<file path="src/hdl/fixed_point_matrix3_inverse_core_defines.svh">
// Assertion macros shared by the matrix inverse core.
`ifndef FIXED_POINT_MATRIX3_INVERSE_CORE_DEFINES_SVH
`define FIXED_POINT_MATRIX3_INVERSE_CORE_DEFINES_SVH

// The consequent must hold whenever the antecedent holds.
`define FPM3I_ASSERT_IMPLY(lbl, ante, cons, msg) \
  lbl: assert property (@(posedge clk_i) disable iff (!rst_ni) (ante) |-> (cons)) \
    else $error(msg);

// The condition must never be seen at a clock edge.
`define FPM3I_ASSERT_NEVER(lbl, cond, msg) \
  lbl: assert property (@(posedge clk_i) disable iff (!rst_ni) !(cond)) \
    else $error(msg);

`endif

</file>
<file path="src/hdl/fpm3i_pkg.sv">
package fpm3i_pkg;

  localparam int unsigned Lanes      = 9;
  localparam int unsigned DetTerms   = 6;
  localparam int unsigned DivSteps   = 64;
  localparam int unsigned QueueDepth = 4;
  localparam int unsigned QueueAw    = 2;

  // Element indexes of the Sarrus terms; the first three are added, the rest subtracted.
  localparam logic [3:0] DetA [DetTerms] = '{4'd0, 4'd1, 4'd2, 4'd2, 4'd0, 4'd1};
  localparam logic [3:0] DetB [DetTerms] = '{4'd4, 4'd5, 4'd3, 4'd4, 4'd5, 4'd3};
  localparam logic [3:0] DetC [DetTerms] = '{4'd8, 4'd6, 4'd7, 4'd6, 4'd7, 4'd8};

  // Adjugate element k is m[AdjA]*m[AdjB] - m[AdjC]*m[AdjD].
  localparam logic [3:0] AdjA [Lanes] = '{4'd4, 4'd2, 4'd1, 4'd5, 4'd0, 4'd2, 4'd3, 4'd1, 4'd0};
  localparam logic [3:0] AdjB [Lanes] = '{4'd8, 4'd7, 4'd5, 4'd6, 4'd8, 4'd3, 4'd7, 4'd6, 4'd4};
  localparam logic [3:0] AdjC [Lanes] = '{4'd5, 4'd1, 4'd2, 4'd3, 4'd2, 4'd0, 4'd4, 4'd0, 4'd1};
  localparam logic [3:0] AdjD [Lanes] = '{4'd7, 4'd8, 4'd4, 4'd8, 4'd6, 4'd5, 4'd6, 4'd7, 4'd3};

  typedef struct packed {
    logic signed [31:0] in_r0c0;
    logic signed [31:0] in_r0c1;
    logic signed [31:0] in_r0c2;
    logic signed [31:0] in_r1c0;
    logic signed [31:0] in_r1c1;
    logic signed [31:0] in_r1c2;
    logic signed [31:0] in_r2c0;
    logic signed [31:0] in_r2c1;
    logic signed [31:0] in_r2c2;
  } in_t;

  typedef struct packed {
    logic signed [31:0] inv_r0c0;
    logic signed [31:0] inv_r0c1;
    logic signed [31:0] inv_r0c2;
    logic signed [31:0] inv_r1c0;
    logic signed [31:0] inv_r1c1;
    logic signed [31:0] inv_r1c2;
    logic signed [31:0] inv_r2c0;
    logic signed [31:0] inv_r2c1;
    logic signed [31:0] inv_r2c2;
    logic signed [31:0] det_value;
    logic               invertible;
  } out_t;

  // Work handed from the front to the divider.
  typedef struct packed {
    logic [Lanes-1:0][63:0] adj;
    logic [31:0]            det;
  } mid_t;

  // One divider stage: partial remainders, shifting dividends and quotients.
  typedef struct packed {
    logic [Lanes-1:0][31:0] rem;
    logic [Lanes-1:0][63:0] dvd;
    logic [Lanes-1:0]       neg;
    logic [31:0]            dmag;
    logic [31:0]            det;
  } div_t;

endpackage

</file>
<file path="src/hdl/fpm3i_fifo.sv">
`include "fixed_point_matrix3_inverse_core_defines.svh"

module fpm3i_fifo (
  input  logic            clk_i,
  input  logic            rst_ni,
  input  logic            valid_i,
  output logic            ready_o,
  input  fpm3i_pkg::mid_t data_i,
  output logic            valid_o,
  input  logic            ready_i,
  output fpm3i_pkg::mid_t data_o
);

  localparam int unsigned Aw = fpm3i_pkg::QueueAw;

  fpm3i_pkg::mid_t mem [fpm3i_pkg::QueueDepth];
  fpm3i_pkg::mid_t data_q;
  logic [Aw-1:0]   wr_q, rd_q;
  logic [Aw:0]     count_q;
  logic            valid_q;
  logic            push, pop, load;

  assign ready_o = count_q != (Aw+1)'(fpm3i_pkg::QueueDepth);
  assign valid_o = valid_q;
  assign push    = valid_i && ready_o;
  assign pop     = valid_q && ready_i;
  // The oldest stored beat moves to the output register whenever that register is free
  // or being drained.
  assign load    = (count_q != '0) && (!valid_q || ready_i);
  assign data_o  = data_q;

  always_ff @(posedge clk_i or negedge rst_ni) begin
    if (!rst_ni) begin
      wr_q    <= '0;
      rd_q    <= '0;
      count_q <= '0;
      valid_q <= 1'b0;
    end else begin
      if (push) begin
        wr_q <= wr_q + 1'b1;
      end
      if (load) begin
        rd_q <= rd_q + 1'b1;
      end
      count_q <= count_q + (Aw+1)'(push) - (Aw+1)'(load);
      if (load) begin
        valid_q <= 1'b1;
      end else if (pop) begin
        valid_q <= 1'b0;
      end
    end
  end

  always_ff @(posedge clk_i) begin
    if (push) begin
      mem[wr_q] <= data_i;
    end
    if (load) begin
      data_q <= mem[rd_q];
    end
  end

  `FPM3I_ASSERT_NEVER(a_count_range, count_q > (Aw+1)'(fpm3i_pkg::QueueDepth), "queue overfilled")
  `FPM3I_ASSERT_IMPLY(a_ptr_gap, 1'b1, (wr_q - rd_q) == count_q[Aw-1:0], "queue pointers out of step")

endmodule

</file>
<file path="config.mk">
export PLATFORM = sky130hd
export DESIGN_NAME = fpm3i_fifo
export DESIGN_NICKNAME = d
export VERILOG_FILES = /design/src/hdl/fpm3i_pkg.sv /design/src/hdl/fpm3i_fifo.sv
export VERILOG_INCLUDE_DIRS = /design/src /design/src/hdl
export SDC_FILE = /design/constraint.sdc
export NUM_CORES = 2
export LEC_CHECK = 0
export ABC_AREA = 1
export BUFFER_PORTS_ARGS = -buffer_cell sky130_fd_sc_hd__buf_2
export CORE_MARGIN = 2
export CORE_UTILIZATION = 32
export DETAILED_ROUTE_END_ITERATION = 8
export GPL_TIMING_DRIVEN = 1
export MAX_ROUTING_LAYER = met4
export SLEW_MARGIN = 0
export SYNTH_ARGS = -nofsm -noshare
export SYNTH_HDL_FRONTEND = slang
export SYNTH_SLANG_ARGS = --single-unit
</file>
<file path="constraint.sdc">
create_clock -name clk_i -period 66.9 [get_ports clk_i]
set_input_delay 10.035 -clock clk_i [delete_from_list [all_inputs] [get_ports clk_i]]
set_output_delay 10.035 -clock clk_i [all_outputs]
set_load 0.05 [all_outputs]
</file>
==> reports/metrics.cfg <==
[critical_path]
cp_cell_sequence=buf_2, inv_1, nand2_1, nand2_1, inv_8, buf_4, buf_4, buf_4, buf_4, buf_12
cp-start-kind=primary input
critPathKind=primary input to flip-flop
crit_fanout=120
crit_buf_inv=8
critPathMaxStageDelay_ns=0.81
critPathSlowestCell=buf_4
worstSetupEndpointType=flip-flop
cpMostUsedCell=buf_4
path_delay_family=buffers and inverters
cp_data_arrival_time_ns=14.89
worstPathRequired_ns=67.40

[sta]
fin_setup_tns_ns=0
drv_slew=0
fmax_ghz=0.0695
fin_skew_ns=0.0444
finalHoldViolCount=0
min_period_ns=14.38
setup_ws_ns=52.52
tightestPinTransition_ns=1.17
rsz0062_at_grt=no
setup_viol=0
max_slew_margin_pct=22.1
post-route-period-util_pct=21.5

[power_and_ir_drop]
p_per_area_nw_per_um2=51.5
totalPowerFinal_mw=6.91
p_leak_nw=49.5
irDropWorstVdd_mv=0.0398

[yosys]
ys_seq_elements=3048
synth_top_area_cell=edfxtp_1
synthCells=7764
synth_nets=8383
yosysSeqAreaShare_pct=80.9
ys_warn_count=0
syn_area_sq_um=113000
synth_area_leaders=edfxtp_1, nand2_1, nor2_1
yosysUniqueCellTypes=18
synth_top_cell_area_share_pct=80.8
syn_area_per_cell_sq_um=14.6

[global_routing]
first_global_vias=61800
grt_pass1_wl_um=421000
grt_max_degree=199
overflow=0
antenna_found_initial=226
track_usage_pct=16.3

[clocking]
clkTransAtPathRegs_ns=0.06
postCtsSetupRepairBufs=0
cts_root_buf=clkbuf_16
clockBufferDepth=4
htreeDepth=5
cts_tree=yes
cts_buffers=324
cts_resized=0
ctsHoldBuffers=0
clock_sinks=3048
clkLatencyLatePin_ns=0.89

[die]
rows=218
initial_core_util_pct=32.1
die_x_um=598
io_pins=1222
design.die.area_sq_um=358000
core_sq_um=352000
die_y_um=598

[placed_design]
portBuffers=1221
gp_congestion=0.878
dp_hpwl_um=192000
preCtsSetupSlack_ns=51.57

[routing]
dr.first_iter.drc_count=5788
route.detailed.drc=0
via_per_inst=4.63
drt-pass1-iter-count=6
ant_nets=0
wl_per_cell_um=21.1
via_count=65300
wl_um=298000

[final_layout]
multi_input_area_sq_um=17000
drive_gt1_share_pct=18.9
syn2layout_area_growth_pct=18.7
fill_cells=32400
seq_area_sq_um=91500
nets=9611

[hold_path]
hold_path.class=flip-flop to flip-flop

[run_status]
outcome=complete, no violations

[job]
maxCapViolations=0

[synth_stat cells, drive strengths merged]
| cell type | count |
|---|---|
| nor2 | 1221 |
| o21ai | 608 |
| edfxtp | 3040 |
| nand2 | 1238 |
| clkbuf | 128 |
| ha | 6 |
| fa | 1 |
| o211ai | 608 |
| inv | 624 |
| nand3 | 5 |
| buf | 277 |
| dfrtp | 8 |
[power breakdown]
part / total, mW / switching [mW] / internal [mW] / leakage [nW]
registers: 2.95 / 0.186 / 2.76 / 28.4
logic: 2.26 / 1.81 / 0.452 / 16.2
clock network: 1.71 / 0.737 / 0.970 / 4.90
[worst register-to-register path, cell delays in order, from the launching register on]
cell,delay (ns)
dfrtp_4,0.71
inv_16,0.37
buf_4,0.84
buf_12,0.52
buf_4,1.12
buf_4,0.93
buf_12,0.63
nand2_1,0.40
o211ai_1,0.12
nand2_1,0.18
[registers in the layout, indices dropped and copies added (netlist names)]
| signal | flops |
|---|---|
| wr_q | 2 |
| rd_q | 2 |
| mem | 2432 |
| valid_o | 1 |
| count_q | 3 |
| data_o | 608 |
[layer usage]
| layer | track usage, % | routed length, um | vias to the layer above | share of wire [%] |
|---|---|---|---|---|
| met5 | - | 0 | - | 0 |
| met2 | 26.0 | 146000 | 2280 | 49 |
| li1 | - | - | 30300 | - |
| met3 | 4.53 | 22800 | 682 | 7.6 |
| met4 | 8.37 | 14000 | 0 | 4.7 |
| met1 | 18.9 | 115000 | 32100 | 39 |
[final cells by class]
cell class,instances,area share (%)
Clock inverter,180,1.19
Clock buffer,396,6.33
Multi-Input combinational cell,3687,12.7
Tap cell,4730,4.41
Timing Repair Buffer,1307,5.19
Inverter,624,1.77
Sequential cell,3048,68.2
Antenna cell,125,0.233
[cell families after synthesis]
kind of cell             Yosys count  share of synthesized area [%]
adder cells (fa/ha/maj)            7                         0.0841
buffers and inverters           1029                           4.05
flip-flops                      3048                           80.9
AND/OR/NAND/NOR                 2464                           8.19
AO/OA/AOI/OAI                   1216                           6.73
[worst paths after layout]
kind                                  startpoint               endpoint  slack, ns  depth (start not counted)
min reg2reg                mem[3][557]$_DFFE_PP_  data_o[557]$_DFFE_PP_       0.52                          2
max in group asynchronous                 rst_ni    rd_q[0]$_DFFE_PN0P_      57.68                          1
max                                      ready_i  data_o[403]$_DFFE_PP_      52.52                         10
min in group asynchronous                 rst_ni    rd_q[0]$_DFFE_PN0P_       9.01                          1
max reg2reg                  rd_q[0]$_DFFE_PN0P_  data_o[377]$_DFFE_PP_      60.79                          9
min                        mem[3][557]$_DFFE_PP_  data_o[557]$_DFFE_PP_       0.52                          2
[cell usage in the layout (no fill, tap or decap), drive strengths merged, types with 125 or more instances in the layout]
cell	instances
buf	1307
inv	639
edfxtp	3040
nor2	1221
nand2	1238
clkinv	138
diode	125
o21ai	608
clkbuf	396
o211ai	608
[per-stage QoR]
stage / hold WS (ns) / instances / util, % / area, sq um
floorplan: 0.464 / 7764 / - / 113000
finish: 0.517 / 14100 / 38.1 / 134000
global placement: 0.500 / 13400 / 35.1 / 124000
global route: 0.535 / 14100 / 38.1 / 134000
detailed placement: 0.508 / 13400 / 35.1 / 124000
CTS: 0.506 / 14000 / 38.0 / 134000
Note: power is estimated with default switching activity, not from simulation.
